## config.mk

```make
export PLATFORM = sky130hd
export DESIGN_NAME = face_expression_blink_sequencer_core
export DESIGN_NICKNAME = d
export VERILOG_FILES = /design/src/rtl/core/febs_pkg.sv /design/src/rtl/core/febs_div.sv /design/src/rtl/core/febs_dp.sv /design/src/rtl/core/febs_ctrl.sv /design/src/rtl/core/face_expression_blink_sequencer_core.sv
export SDC_FILE = /design/constraint.sdc
export NUM_CORES = 2
export LEC_CHECK = 0
export BUFFER_PORTS_ARGS = -buffer_cell sky130_fd_sc_hd__buf_2
export CAP_MARGIN = 25
export CORE_MARGIN = 2
export CORE_UTILIZATION = 55
export DETAILED_ROUTE_END_ITERATION = 7
export PLACE_DENSITY = 0.73
export SYNTH_ARGS = -nofsm -noshare
export SYNTH_HDL_FRONTEND = slang
export SYNTH_SLANG_ARGS = --single-unit
```

## constraint.sdc

```tcl
create_clock -name i_clk -period 19.4 [get_ports i_clk]
set_input_delay 2.91 -clock i_clk [delete_from_list [all_inputs] [get_ports i_clk]]
set_output_delay 2.91 -clock i_clk [all_outputs]
set_load 0.01 [all_outputs]
```

## src/rtl/core/febs_pkg.sv

```systemverilog
`default_nettype none
// ----------------------------------------------------------------------------
// febs_pkg
// Shared types and constants of the face expression and blink sequencer.
// ----------------------------------------------------------------------------
package febs_pkg;

    localparam logic [16:0] Q_ONE          = 17'h10000;
    localparam logic [25:0] MIN_FADE_US    = 26'd10000;
    localparam logic [25:0] CLOSED_HOLD_US = 26'd40000;
    localparam logic [26:0] T_MAX          = 27'h3FFFFFF;
    localparam logic [31:0] LFSR_TAPS      = 32'h80200003;
    localparam logic [5:0]  EXPR_LIMIT     = 6'd32;
    localparam logic [25:0] RST_COUNTDOWN  = 26'd6000000;

    localparam logic [5:0]  DIV_LONG_STEPS  = 6'd32;
    localparam logic [5:0]  DIV_SHORT_STEPS = 6'd16;

    // configuration register indexes
    localparam logic [2:0] CFG_EXPR_COUNT  = 3'd0;
    localparam logic [2:0] CFG_DEFAULT     = 3'd1;
    localparam logic [2:0] CFG_FADE_TIME   = 3'd2;
    localparam logic [2:0] CFG_BLINK_DUR   = 3'd3;
    localparam logic [2:0] CFG_BLINK_MIN   = 3'd4;
    localparam logic [2:0] CFG_BLINK_MAX   = 3'd5;
    localparam logic [2:0] CFG_SEED        = 3'd6;

    // event opcodes
    localparam logic [2:0] OP_TICK   = 3'd0;
    localparam logic [2:0] OP_SELECT = 3'd1;
    localparam logic [2:0] OP_NEXT   = 3'd2;
    localparam logic [2:0] OP_PREV   = 3'd3;
    localparam logic [2:0] OP_BOOP   = 3'd4;
    localparam logic [2:0] OP_BLINK  = 3'd5;

    // eyelid phases
    localparam logic [1:0] PH_OPEN    = 2'd0;
    localparam logic [1:0] PH_CLOSING = 2'd1;
    localparam logic [1:0] PH_CLOSED  = 2'd2;
    localparam logic [1:0] PH_OPENING = 2'd3;

    // controller to datapath commands
    typedef struct packed {
        logic capture;
        logic first;
        logic mid;
        logic fin;
        logic out_load;
    } t_cmd;

    // datapath to controller status
    typedef struct packed {
        logic div_busy;
    } t_status;

endpackage
`default_nettype wire

```

## src/rtl/core/febs_div.sv

```systemverilog
`default_nettype none
// ----------------------------------------------------------------------------
// febs_div
// Restoring divider, one quotient bit per cycle, 16 or 32 steps.
// ----------------------------------------------------------------------------
module febs_div import febs_pkg::*; (
    input  wire logic        i_clk,
    input  wire logic        i_rst_n,
    input  wire logic        i_start,
    input  wire logic        i_long,
    input  wire logic [26:0] i_rem0,
    input  wire logic [31:0] i_num,
    input  wire logic [26:0] i_den,
    output logic             o_busy,
    output logic [31:0]      o_quo,
    output logic [26:0]      o_rem
);

    logic [5:0]  r_cnt, n_cnt;
    logic [26:0] r_rem, n_rem;
    logic [31:0] r_num, n_num;
    logic [31:0] r_quo, n_quo;
    logic [26:0] r_den, n_den;
    logic [27:0] s;
    logic        ge;

    // one shift and subtract step
    always_comb begin
        s     = {r_rem, r_num[31]};
        ge    = (s >= {1'b0, r_den});
        n_cnt = r_cnt;
        n_rem = r_rem;
        n_num = r_num;
        n_quo = r_quo;
        n_den = r_den;
        if (i_start) begin
            n_cnt = i_long ? DIV_LONG_STEPS : DIV_SHORT_STEPS;
            n_rem = i_rem0;
            n_num = i_num;
            n_quo = '0;
            n_den = i_den;
        end else if (r_cnt != 6'd0) begin
            n_cnt = r_cnt - 6'd1;
            n_rem = ge ? 27'(s - {1'b0, r_den}) : s[26:0];
            n_num = {r_num[30:0], 1'b0};
            n_quo = {r_quo[30:0], ge};
        end
    end

    always_ff @(posedge i_clk) begin
        if (!i_rst_n) begin
            r_cnt <= '0;
        end else begin
            r_cnt <= n_cnt;
        end
        r_rem <= n_rem;
        r_num <= n_num;
        r_quo <= n_quo;
        r_den <= n_den;
    end

    assign o_busy = (r_cnt != 6'd0);
    assign o_quo  = r_quo;
    assign o_rem  = r_rem;

endmodule
`default_nettype wire

```

## src/rtl/core/febs_dp.sv

```systemverilog
`default_nettype none
// ----------------------------------------------------------------------------
// febs_dp
// Datapath: configuration, expression and eyelid state, divider, outputs.
// ----------------------------------------------------------------------------
module febs_dp import febs_pkg::*; (
    input  wire logic        i_clk,
    input  wire logic        i_rst_n,
    input  wire t_cmd        i_cmd,
    output t_status          o_sts,
    input  wire logic        i_cfg_we,
    input  wire logic [2:0]  i_cfg_index,
    input  wire logic [31:0] i_cfg_data,
    input  wire logic [2:0]  i_opcode,
    input  wire logic [19:0] i_dt_us,
    input  wire logic [4:0]  i_expr_index,
    input  wire logic [25:0] i_boop_time_us,
    input  wire logic        i_eyes_closed,
    input  wire logic        i_blink_enabled,
    output logic [4:0]       o_current_expression,
    output logic [4:0]       o_previous_expression,
    output logic [16:0]      o_fade_weight,
    output logic [1:0]       o_blink_phase,
    output logic [16:0]      o_blink_weight,
    output logic             o_boop_active
);

    typedef enum logic [2:0] {
        K_NONE, K_FADE, K_CURSOR, K_CLOSE, K_OPEN, K_DRAW
    } t_kind;

    // configuration
    logic [5:0]  r_cnt_cfg;
    logic [25:0] r_fade_time, r_dur, r_bmin, r_bmax;

    // state
    logic [4:0]  r_shown, n_shown, r_faded, n_faded, r_cursor, n_cursor;
    logic [4:0]  r_saved, n_saved;
    logic [16:0] r_prog, n_prog, r_lid, n_lid;
    logic [25:0] r_boop, n_boop, r_timer, n_timer, r_cd, n_cd;
    logic [1:0]  r_phase, n_phase;
    logic [31:0] r_lfsr, n_lfsr;
    t_kind       r_kind, n_kind;
    logic        r_fade_sat, n_fade_sat;

    // latched event
    logic [2:0]  r_op;
    logic [19:0] r_dt;
    logic [4:0]  r_idx;
    logic [25:0] r_bt;
    logic        r_closed, r_en;

    // divider hookup
    logic        div_start, div_long, div_busy;
    logic [26:0] div_rem0, div_den, div_rem;
    logic [31:0] div_num, div_quo;

    // helpers
    logic [5:0]  eff_n;
    logic [25:0] f_eff;
    logic [26:0] t_sum;
    logic [25:0] t_sat;
    logic [26:0] two_t;
    logic        ramp_end;
    logic [31:0] lfsr_nx;
    logic [17:0] prog_sum;
    logic        chg_req;
    logic [4:0]  chg_tgt;

    febs_div u_div (
        .i_clk   (i_clk),
        .i_rst_n (i_rst_n),
        .i_start (div_start),
        .i_long  (div_long),
        .i_rem0  (div_rem0),
        .i_num   (div_num),
        .i_den   (div_den),
        .o_busy  (div_busy),
        .o_quo   (div_quo),
        .o_rem   (div_rem)
    );

    assign o_sts.div_busy = div_busy;

    // derived values
    always_comb begin
        eff_n    = (r_cnt_cfg > EXPR_LIMIT) ? EXPR_LIMIT : r_cnt_cfg;
        f_eff    = (r_fade_time < MIN_FADE_US) ? MIN_FADE_US : r_fade_time;
        t_sum    = {1'b0, r_timer} + {7'd0, r_dt};
        t_sat    = (t_sum > T_MAX) ? T_MAX[25:0] : t_sum[25:0];
        two_t    = {t_sat, 1'b0};
        ramp_end = (two_t >= {1'b0, r_dur});
        lfsr_nx  = r_lfsr[0] ? ({1'b0, r_lfsr[31:1]} ^ LFSR_TAPS) : {1'b0, r_lfsr[31:1]};
        prog_sum = {1'b0, r_prog} + {2'b00, div_quo[15:0]};
    end

    // event sequencing
    always_comb begin
        n_shown    = r_shown;
        n_faded    = r_faded;
        n_cursor   = r_cursor;
        n_saved    = r_saved;
        n_prog     = r_prog;
        n_lid      = r_lid;
        n_boop     = r_boop;
        n_timer    = r_timer;
        n_cd       = r_cd;
        n_phase    = r_phase;
        n_lfsr     = r_lfsr;
        n_kind     = r_kind;
        n_fade_sat = r_fade_sat;
        div_start  = 1'b0;
        div_long   = 1'b0;
        div_rem0   = '0;
        div_num    = '0;
        div_den    = '0;
        chg_req    = 1'b0;
        chg_tgt    = '0;

        // first step: direct events, start of fade or cursor division
        if (i_cmd.first) begin
            n_kind = K_NONE;
            case (r_op)
                OP_TICK: begin
                    n_fade_sat = ({6'd0, r_dt} >= f_eff);
                    if (r_prog < Q_ONE && ({6'd0, r_dt} < f_eff)) begin
                        div_start = 1'b1;
                        div_rem0  = {7'd0, r_dt};
                        div_den   = {1'b0, f_eff};
                        n_kind    = K_FADE;
                    end
                end
                OP_SELECT: begin
                    if ({1'b0, r_idx} < eff_n) begin
                        n_cursor = r_idx;
                        chg_req  = 1'b1;
                        chg_tgt  = r_idx;
                    end
                end
                OP_NEXT, OP_PREV: begin
                    if (eff_n != 6'd0) begin
                        div_start = 1'b1;
                        div_long  = 1'b1;
                        div_num   = (r_op == OP_NEXT) ?
                                    {26'd0, 6'({1'b0, r_cursor} + 6'd1)} :
                                    {26'd0, 6'({1'b0, r_cursor} + eff_n - 6'd1)};
                        div_den   = {21'd0, eff_n};
                        n_kind    = K_CURSOR;
                    end
                end
                OP_BOOP: begin
                    if (r_boop == 26'd0) n_saved = r_shown;
                    n_boop  = r_bt;
                    chg_req = 1'b1;
                    chg_tgt = r_idx;
                end
                OP_BLINK: begin
                    if (r_phase == PH_OPEN) begin
                        n_phase = PH_CLOSING;
                        n_timer = '0;
                    end
                end
                default: begin
                end
            endcase
        end

        // middle step: cursor result, or fade, boop and eyelid update of a tick
        if (i_cmd.mid) begin
            n_kind = K_NONE;
            if (r_kind == K_CURSOR) begin
                n_cursor = div_rem[4:0];
                chg_req  = 1'b1;
                chg_tgt  = div_rem[4:0];
            end
            if (r_op == OP_TICK) begin
                if (r_prog < Q_ONE) begin
                    if (r_fade_sat || prog_sum > {1'b0, Q_ONE}) n_prog = Q_ONE;
                    else n_prog = prog_sum[16:0];
                end
                if (r_boop != 26'd0) begin
                    if ({6'd0, r_dt} >= r_boop) begin
                        n_boop  = '0;
                        chg_req = 1'b1;
                        chg_tgt = r_saved;
                    end else begin
                        n_boop = r_boop - {6'd0, r_dt};
                    end
                end
                if (r_closed) begin
                    n_phase = PH_CLOSED;
                    n_lid   = Q_ONE;
                end else if (!r_en) begin
                    n_phase = PH_OPEN;
                    n_lid   = '0;
                end else begin
                    case (r_phase)
                        PH_OPEN: begin
                            if ({6'd0, r_dt} >= r_cd) begin
                                n_cd    = '0;
                                n_phase = PH_CLOSING;
                                n_timer = '0;
                            end else begin
                                n_cd = r_cd - {6'd0, r_dt};
                            end
                        end
                        PH_CLOSING: begin
                            n_timer = t_sat;
                            if (ramp_end) begin
                                n_lid   = Q_ONE;
                                n_phase = PH_CLOSED;
                                n_timer = '0;
                            end else begin
                                div_start = 1'b1;
                                div_rem0  = two_t;
                                div_den   = {1'b0, r_dur};
                                n_kind    = K_CLOSE;
                            end
                        end
                        PH_CLOSED: begin
                            if (t_sat >= CLOSED_HOLD_US) begin
                                n_phase = PH_OPENING;
                                n_timer = '0;
                            end else begin
                                n_timer = t_sat;
                            end
                        end
                        PH_OPENING: begin
                            n_timer = t_sat;
                            if (ramp_end) begin
                                n_lid   = '0;
                                n_phase = PH_OPEN;
                                n_lfsr  = lfsr_nx;
                                if (r_bmax > r_bmin) begin
                                    div_start = 1'b1;
                                    div_long  = 1'b1;
                                    div_num   = lfsr_nx;
                                    div_den   = {1'b0, r_bmax - r_bmin} + 27'd1;
                                    n_kind    = K_DRAW;
                                end else begin
                                    n_cd = r_bmin;
                                end
                            end else begin
                                div_start = 1'b1;
                                div_rem0  = two_t;
                                div_den   = {1'b0, r_dur};
                                n_kind    = K_OPEN;
                            end
                        end
                        default: begin
                        end
                    endcase
                end
            end
        end

        // final step: eyelid ramp and random interval division results
        if (i_cmd.fin) begin
            n_kind = K_NONE;
            case (r_kind)
                K_CLOSE: n_lid = div_quo[16:0];
                K_OPEN:  n_lid = Q_ONE - div_quo[16:0];
                K_DRAW:  n_cd  = r_bmin + div_rem[25:0];
                default: begin
                end
            endcase
        end

        // expression change
        if (chg_req && chg_tgt != r_shown) begin
            n_faded = r_shown;
            n_shown = chg_tgt;
            n_prog  = '0;
        end

        // register writes that reload state
        if (i_cfg_we) begin
            case (i_cfg_index)
                CFG_DEFAULT: begin
                    n_shown  = i_cfg_data[4:0];
                    n_faded  = i_cfg_data[4:0];
                    n_cursor = i_cfg_data[4:0];
                    n_saved  = i_cfg_data[4:0];
                    n_prog   = Q_ONE;
                end
                CFG_SEED: n_lfsr = (i_cfg_data == 32'd0) ? 32'd1 : i_cfg_data;
                default: begin
                end
            endcase
        end
    end

    // state and configuration
    always_ff @(posedge i_clk) begin
        if (!i_rst_n) begin
            r_cnt_cfg   <= 6'd1;
            r_fade_time <= 26'd1000000;
            r_dur       <= 26'd200000;
            r_bmin      <= 26'd2000000;
            r_bmax      <= 26'd6000000;
            r_shown     <= '0;
            r_faded     <= '0;
            r_cursor    <= '0;
            r_saved     <= '0;
            r_prog      <= Q_ONE;
            r_lid       <= '0;
            r_boop      <= '0;
            r_timer     <= '0;
            r_cd        <= RST_COUNTDOWN;
            r_phase     <= PH_OPEN;
            r_lfsr      <= 32'd1;
            r_kind      <= K_NONE;
            r_fade_sat  <= 1'b0;
        end else begin
            r_shown    <= n_shown;
            r_faded    <= n_faded;
            r_cursor   <= n_cursor;
            r_saved    <= n_saved;
            r_prog     <= n_prog;
            r_lid      <= n_lid;
            r_boop     <= n_boop;
            r_timer    <= n_timer;
            r_cd       <= n_cd;
            r_phase    <= n_phase;
            r_lfsr     <= n_lfsr;
            r_kind     <= n_kind;
            r_fade_sat <= n_fade_sat;
            if (i_cfg_we) begin
                case (i_cfg_index)
                    CFG_EXPR_COUNT: r_cnt_cfg   <= i_cfg_data[5:0];
                    CFG_FADE_TIME:  r_fade_time <= i_cfg_data[25:0];
                    CFG_BLINK_DUR:  r_dur       <= i_cfg_data[25:0];
                    CFG_BLINK_MIN:  r_bmin      <= i_cfg_data[25:0];
                    CFG_BLINK_MAX:  r_bmax      <= i_cfg_data[25:0];
                    default: begin
                    end
                endcase
            end
        end
    end

    // input transaction latch
    always_ff @(posedge i_clk) begin
        if (i_cmd.capture) begin
            r_op     <= i_opcode;
            r_dt     <= i_dt_us;
            r_idx    <= i_expr_index;
            r_bt     <= i_boop_time_us;
            r_closed <= i_eyes_closed;
            r_en     <= i_blink_enabled;
        end
    end

    // output register
    always_ff @(posedge i_clk) begin
        if (i_cmd.out_load) begin
            o_current_expression  <= r_shown;
            o_previous_expression <= r_faded;
            o_fade_weight         <= r_prog;
            o_blink_phase         <= r_phase;
            o_blink_weight        <= r_lid;
            o_boop_active         <= (r_boop != 26'd0);
        end
    end

endmodule
`default_nettype wire

```

## src/rtl/core/febs_ctrl.sv

```systemverilog
`default_nettype none
// ----------------------------------------------------------------------------
// febs_ctrl
// Controller: sequences one transaction through the datapath steps.
// ----------------------------------------------------------------------------
module febs_ctrl import febs_pkg::*; (
    input  wire logic    i_clk,
    input  wire logic    i_rst_n,
    input  wire logic    i_in_valid,
    output logic         o_in_stall,
    output logic         o_out_valid,
    input  wire logic    i_out_stall,
    input  wire t_status i_sts,
    output t_cmd         o_cmd
);

    typedef enum logic [2:0] {
        S_IDLE, S_FIRST, S_WAIT1, S_MID, S_WAIT2, S_FIN, S_OUT
    } t_state;

    t_state r_state, n_state;
    logic   r_out_valid, n_out_valid;

    // commands and next state
    always_comb begin
        o_cmd       = '0;
        n_state     = r_state;
        n_out_valid = r_out_valid;
        if (r_out_valid && !i_out_stall) n_out_valid = 1'b0;
        case (r_state)
            S_IDLE: begin
                if (i_in_valid) begin
                    o_cmd.capture = 1'b1;
                    n_state       = S_FIRST;
                end
            end
            S_FIRST: begin
                o_cmd.first = 1'b1;
                n_state     = S_WAIT1;
            end
            S_WAIT1: if (!i_sts.div_busy) n_state = S_MID;
            S_MID: begin
                o_cmd.mid = 1'b1;
                n_state   = S_WAIT2;
            end
            S_WAIT2: if (!i_sts.div_busy) n_state = S_FIN;
            S_FIN: begin
                o_cmd.fin = 1'b1;
                n_state   = S_OUT;
            end
            S_OUT: begin
                if (!r_out_valid || !i_out_stall) begin
                    o_cmd.out_load = 1'b1;
                    n_out_valid    = 1'b1;
                    n_state        = S_IDLE;
                end
            end
            default: n_state = S_IDLE;
        endcase
    end

    // state and output valid
    always_ff @(posedge i_clk) begin
        if (!i_rst_n) begin
            r_state     <= S_IDLE;
            r_out_valid <= 1'b0;
        end else begin
            r_state     <= n_state;
            r_out_valid <= n_out_valid;
        end
    end

    assign o_in_stall  = (r_state != S_IDLE);
    assign o_out_valid = r_out_valid;

    // a loaded result is presented on the next cycle
    a_load_shows: assert property (@(posedge i_clk) disable iff (!i_rst_n)
        o_cmd.out_load |=> r_out_valid)
        else $error("result load did not raise output valid");

    // the divider is idle when its result is consumed
    a_mid_div_idle: assert property (@(posedge i_clk) disable iff (!i_rst_n)
        (r_state == S_MID || r_state == S_FIN) |-> !i_sts.div_busy)
        else $error("divider busy at a consuming step");

    // no two transactions captured back to back
    a_one_at_a_time: assert property (@(posedge i_clk) disable iff (!i_rst_n)
        o_cmd.capture |=> !o_cmd.capture)
        else $error("second transaction captured while busy");

endmodule
`default_nettype wire

```

## src/rtl/core/face_expression_blink_sequencer_core.sv

```systemverilog
`default_nettype none
// ----------------------------------------------------------------------------
// face_expression_blink_sequencer_core
// Expression crossfade, boop timer and eyelid blink sequencer.
// ----------------------------------------------------------------------------
// One transaction is handled at a time and gives one result. Select, boop
// and blink-now events need no division; next and previous take the
// wrapped cursor from a shared restoring divider in its 32-step mode.
// A tick runs up to two divisions on that same divider, one bit per
// cycle: the fade ratio (16 steps), then either an eyelid ramp ratio
// (16 steps) or the random interval modulo (32 steps). The next
// transaction is accepted while the previous result still waits in the
// output register.
// ----------------------------------------------------------------------------
module face_expression_blink_sequencer_core import febs_pkg::*; (
    input  wire logic        i_clk,
    input  wire logic        i_rst_n,
    input  wire logic        i_cfg_we,
    input  wire logic [2:0]  i_cfg_index,
    input  wire logic [31:0] i_cfg_data,
    input  wire logic        i_in_valid,
    output logic             o_in_stall,
    input  wire logic [2:0]  i_opcode,
    input  wire logic [19:0] i_dt_us,
    input  wire logic [4:0]  i_expr_index,
    input  wire logic [25:0] i_boop_time_us,
    input  wire logic        i_eyes_closed,
    input  wire logic        i_blink_enabled,
    output logic             o_out_valid,
    input  wire logic        i_out_stall,
    output logic [4:0]       o_current_expression,
    output logic [4:0]       o_previous_expression,
    output logic [16:0]      o_fade_weight,
    output logic [1:0]       o_blink_phase,
    output logic [16:0]      o_blink_weight,
    output logic             o_boop_active
);

    t_cmd    cmd;
    t_status sts;

    // sequencing
    febs_ctrl u_ctrl (
        .i_clk       (i_clk),
        .i_rst_n     (i_rst_n),
        .i_in_valid  (i_in_valid),
        .o_in_stall  (o_in_stall),
        .o_out_valid (o_out_valid),
        .i_out_stall (i_out_stall),
        .i_sts       (sts),
        .o_cmd       (cmd)
    );

    // state and arithmetic
    febs_dp u_dp (
        .i_clk                 (i_clk),
        .i_rst_n               (i_rst_n),
        .i_cmd                 (cmd),
        .o_sts                 (sts),
        .i_cfg_we              (i_cfg_we),
        .i_cfg_index           (i_cfg_index),
        .i_cfg_data            (i_cfg_data),
        .i_opcode              (i_opcode),
        .i_dt_us               (i_dt_us),
        .i_expr_index          (i_expr_index),
        .i_boop_time_us        (i_boop_time_us),
        .i_eyes_closed         (i_eyes_closed),
        .i_blink_enabled       (i_blink_enabled),
        .o_current_expression  (o_current_expression),
        .o_previous_expression (o_previous_expression),
        .o_fade_weight         (o_fade_weight),
        .o_blink_phase         (o_blink_phase),
        .o_blink_weight        (o_blink_weight),
        .o_boop_active         (o_boop_active)
    );

endmodule
`default_nettype wire
```

Word level (Yosys, flattened, before mapping)
Cells that the tools add are included.
- input bits: 96
- memories kept: 0
- RAM bits: 0
- word-level logic and storage cells: 314
- memory bits (read-only): 0
- register bits after elaboration: 496
- bits in latches: 0
- shift-type cells: 0
- multipliers: 0
- multiplexer cells: 190
- bitwise operators: 2
- eq/ne operators: 29
- reductions and logical operators: 29
- divide/modulo/power cells: 0
- $add $sub $neg: 13
- $lt $le $gt $ge: 14
- operators with widths (operator ; number):
    two-way mux 26 bit ; 28
    two-way mux 32 bit ; 22
    two-way mux 27 bit ; 19
    two-way mux 17 bit ; 14
    two-way mux 5 bit ; 25
    one-hot mux 27 bit (2 select lines) ; 2
    one-hot mux 26 bit (4 select lines) ; 1
    >= comparator 20 x 26 -> 1 bit ; 3
    one-hot mux 17 bit (2 select lines) ; 2
    one-hot mux 26 bit (2 select lines) ; 1
    subtractor 26 x 20 -> 26 bit ; 2
    two-way mux 1 bit ; 37
    two-way mux 6 bit ; 6
    two-way mux 3 bit ; 11
    zero test 32 bit ; 1
    equality test 3 bit (second input constant) ; 10
    >= comparator 28 x 27 -> 1 bit ; 1
    adder 26 x 1 -> 27 bit (second input constant) ; 1
    adder 26 x 20 -> 27 bit ; 1
    >= comparator 27 x 26 -> 1 bit ; 1
    greater-than comparator 27 x 26 -> 1 bit (second input constant) ; 1
    subtractor 27 bit ; 1
    adder 26 bit ; 1
    >= comparator 26 x 16 -> 1 bit (second input constant) ; 1
    other kinds (42) ; 85

Longest topological paths before layout
- word-level depth: 16
- gate-level depth with buffers: 26
- gate-level depth less buffers: 23

By module
Synthesis repeated with hierarchy kept, for this count alone.
- cells, all modules: 3991
- area total of the unflattened synthesis: 33334.5 um^2
- modules (own cells, without submodules) (module ; instances ; seq. area each (um^2) ; cells each ; area an instance (um^2)):
    febs_dp ; 1 ; 8698.3 ; 3369 ; 26620.5
    febs_div ; 1 ; 3343.2 ; 595 ; 6465.0
    febs_ctrl ; 1 ; 80.1 ; 27 ; 249.0

Worst setup path before layout
Ideal clock, no wire load.
- path type: register to register
- from: register u_dp.r_dt[0]
- to: register u_dp.u_div.r_rem[0] (netlist: u_dp.u_div.o_rem[0]), enable pin
- stages on the path, launching flop included: 23
- arrival: 6.621 ns
- required time: 18.982 ns
- buffers on the path: 3
- slack: 12.361 ns
- cells stage by stage: edfxtp_1 ha_1 fa_1 a21o_1 a31o_2 o2111ai_1 a21oi_1 or3_1 nand3_1 clkbuf_1 and2_1 inv_1 ha_1 a2111oi_0 inv_1 o22ai_1 a31oi_1 nor2_1 o21ai_1 and3_1 clkbuf_1 clkbuf_1 nand2_1
- longest elaborated chain between the ends: 13
- elaborated cells between the ends (all ways): 18
- those cells by class: 1 x add/sub; 3 x order compare; 12 x mux; 2 x reduce/logical
- ends and longest elaborated chain (item ; RTL line ; source):
    from (decl) ; febs_dp.sv:48 ; logic [19:0] r_dt;
    from (signal assigned) ; febs_dp.sv:346 ; r_dt <= i_dt_us;
    parallel branches: the longest is 11 deep, another holds adder 26 x 20 -> 27 bit ; n/a ;
    two-way mux 1 bit * ; febs_dp.sv:169 ; if (i_cmd.mid) begin
    nonzero test 2 bit (no line) * ; n/a ;
    to (signal assigned) ; febs_div.sv:56 ; r_rem <= n_rem;
    to (decl) ; febs_div.sv:20 ; logic [26:0] r_rem, n_rem;
Every way passes the cells marked *.
A chain may end at the register's enable or synchronous reset.

Worst setup path in the final report
- from: register u_dp.r_dt[0]
- to: register u_dp.u_div.r_rem[17] (netlist: u_dp.u_div.o_rem[17]) (data pin)
- longest elaborated chain between the ends: 13
- elaborated cells between the ends (all ways): 27
- those cells by class: 1 x add/sub; 3 x order compare; 22 x mux; 1 x reduce/logical
- ends and longest elaborated chain (item ; RTL line ; source):
    parallel branches: the longest is 12 deep, another holds adder 26 x 20 -> 27 bit ; n/a ;
    two-way mux 27 bit * ; febs_div.sv:36 ; if (i_start) begin
    net u_dp.u_div.n_rem[17] ; febs_div.sv:20 ;
Mark *: on every way through the listed nets, which the timed path passes.

==> run metrics <==
initial antenna violation count 3; sequential fraction of the synthesis area 38.42%; io pins 145; setup_tns 0 ps; die width 240.5 um; status completed; CP startpoint kind flop; routed len/inst 22.76 um; DRC violations left 0; HP Class flop to flop; Fin Clk Skew 21.96 ps; CTS tree built; fraction of layout instances using a drive strength above 1 8.963%; largest net degree at the start of global routing 75; P&R area growth vs syn 10.62%; Slew headroom 28.04%; Initial Utilization 55.74%; Post-CTS Resized 0; clock share of power 30.2%; flip-flop and latch area 11820 um2; Yosys top cell by area dfxtp_1; GRT Overall Usage 34.45%; yosys warns 0; peak per-stage delay on the critical path 830 ps; Highest Clock Rate 116.3 MHz; Synth top area share 19.98%; RSZ-0062 raised after global routing false; FILL cells 4844; most frequent cells in the layout nand2_1, a21oi_1, dfxtp_1; min cycle time layout 8597 ps; DRT Wirelength 101.1 mm; hold_ws 437.2 ps; FP Rows 86; Final HPWL DP 76.55 mm; drt initial violations 3070; area occupied by multi-input gates 17620 um2; syn nets 3889; LEAKAGE 13.61 nW; fin crit share 44.31%; synth unique cells 83; Worst EP arrival 8930 ps; most common cell after layout, fill and taps aside nand2_1; DIE AREA 57850 um2; H-tree depth 2; die height 240.5 um; Max Root-Sink Buffers 3; clock transition at the registers of the reported paths 60 ps; Post-synth EDFFs 189; crit path cell chain ha_1, fa_1, a21o_1, a31o_2, o2111ai_1, a21oi_1, or3_1, nand3_1, nand2b_1, ha_1, o21ai_0, a21oi_1, o21ai_0, a21oi_1, o31a_1, o21ai_0, a31oi_1, nor2_1, o21ai_1, and3_1, buf_4, inv_2, buf_4, o221ai_1; GRT Residual Overflow 0; Bufs and invs on worst path 3; Max-Cap Viols 0; Crit. End Element flop; clock root cell clkbuf_16; Synth Flop Type dfxtp_1; post-synthesis cell area 30770 um2; Area contributors post-synth dfxtp_1, edfxtp_1, ha_1; clock latency on the worst-skew pair 630 ps; # port buffers 144; final core occ 61.66%; final setup fails 0; CTS buffer count 53; Worst path slowest cell nor2_1; Final Non-Filler Cells 4441; n_diodes 0; Inst Count DP 4339; total chip power 3.480 mW; Cells after Synth 3564; pwr/cell area 102.3 nW/um2; global-route wire length before repair 152.4 mm; maximum vdd ir drop 0.06852 mV; Critical Path RT 19730 ps; vias in the first global route 25490; worst-margin pin slew 1066 ps; Reg power frac 40.5%; worst-path fanout max 39; cell family with most CP delay compound AO/OA/AOI/OAI gates; drt first pass iters 8; Hold Vio Cnt, Final 0; Via density 6.354; P_int 2.263 mW; switching share of power 34.98%; Post-CTS Setup Bufs 0; register bit total from synthesis 496; core area 55200 um2; power share of the combinational group 29.3%; Post-Syn Area per Cell 8.633 um2; r2r setup slk 10800 ps; switching pwr 1.217 mW; Final ANT Viol Nets 0; routability cong. 1.023; Slew Viols, Final 0; TritonCTS Sinks 496; Final nets 3973; FFs w/ async S/R, synth 0%; DR vias 28220; CP Class flop to flop; hold buffers post-CTS 0
cells by family after synthesis:
group,synth area share (%)
multiplexers,2.717
flip-flops,38.42
AO/OA/AOI/OAI,23.23
adder cells (fa/ha/maj),9.508
XOR/XNOR,4.697
AND/OR/NAND/NOR,16.88
buffers and inverters,4.542
cell usage after synthesis, types with 19 or more instances:
cell / number
ha_1: 221
a21oi_1: 373
o21ai_0: 189
edfxtp_1: 189
mux2i_1: 79
o21a_1: 35
nand2_1: 470
o2bb2ai_1: 22
clkbuf_1: 147
or3_1: 30
a211oi_1: 62
nor2b_1: 29
o22ai_1: 22
o211ai_1: 37
nand3_1: 75
a221oi_1: 19
nand4_1: 31
nand2b_1: 33
o31ai_1: 21
nor2_1: 215
a21o_1: 68
nor3_1: 71
and2_1: 31
xor2_1: 67
a22oi_1: 38
a22o_1: 28
dfxtp_1: 307
nor4_1: 29
and3_1: 28
a31oi_1: 35
xnor2_1: 98
inv_1: 208
flip-flops by register name, indices dropped and copies added (netlist names), 20 cells and up:
register          cells
u_dp.r_bmax          26
u_dp.r_cd            26
u_dp.r_fade_time     26
u_dp.r_dt            20
u_dp.r_lfsr          32
u_dp.r_bt            26
u_dp.r_boop          26
u_dp.r_bmin          26
u_dp.r_dur           26
u_dp.u_div.r_num     32
u_dp.r_timer         26
u_dp.u_div.o_rem     27
u_dp.u_div.r_den     27
stage by stage:
stage | setup WS (ps) | instance area, um2
after floorplan | 12360 | 30770
after global placement | 11270 | 32180
after detailed placement | 11070 | 32190
after CTS | 11020 | 33980
after global routing | 10430 | 34030
final | 10800 | 34030
final timing paths:
kind,start,end,cells after the start
worst max-delay path,u_dp.r_dt[0]$_DFFE_PP_,u_dp.u_div.o_rem[17]$_DFFE_PP_,24
worst min-delay path,u_dp.r_lid[8]$_SDFF_PN0_,u_dp.o_blink_weight[8]$_DFFE_PP_,0
worst max register to register,u_dp.r_dt[0]$_DFFE_PP_,u_dp.u_div.o_rem[17]$_DFFE_PP_,24
worst min register to register,u_dp.r_lid[8]$_SDFF_PN0_,u_dp.o_blink_weight[8]$_DFFE_PP_,0
routing by layer:
layer  vias to the layer above  part of all wire, %  global-route usage (%)
met3                       261                   10                   7.245
met1                     13370                   43                   48.54
met5                         -                0.026                       0
li1                      13230                    -                       -
met4                         4                  5.0                   15.66
met2                      1354                   42                   50.63
layout make-up:
| cell class | count | area share (%) |
|---|---|---|
| clock buffers | 73 | 4.360 |
| clock inverters | 27 | 0.8970 |
| inverters | 209 | 2.312 |
| multi-input cells | 2702 | 51.78 |
| flip-flops and latches | 496 | 34.73 |
| well taps | 748 | 2.750 |
| repair buffers | 186 | 3.162 |
power groups by stage:
| stage | clock network (mW) | registers (mW) | logic [mW] |
|---|---|---|---|
| 6_report | 1.05 | 1.41 | 1.02 |
| 5_1_grt | 1.10 | 1.41 | 1.12 |
| 4_1_cts | 1.06 | 1.40 | 0.999 |
| 3_5_place_dp | 0 | 1.41 | 0.993 |
| 3_3_place_gp | 0 | 1.42 | 0.977 |
| 2_1_floorplan | 0 | 1.34 | 0.764 |
Note: power is estimated with default switching activity, not from simulation.
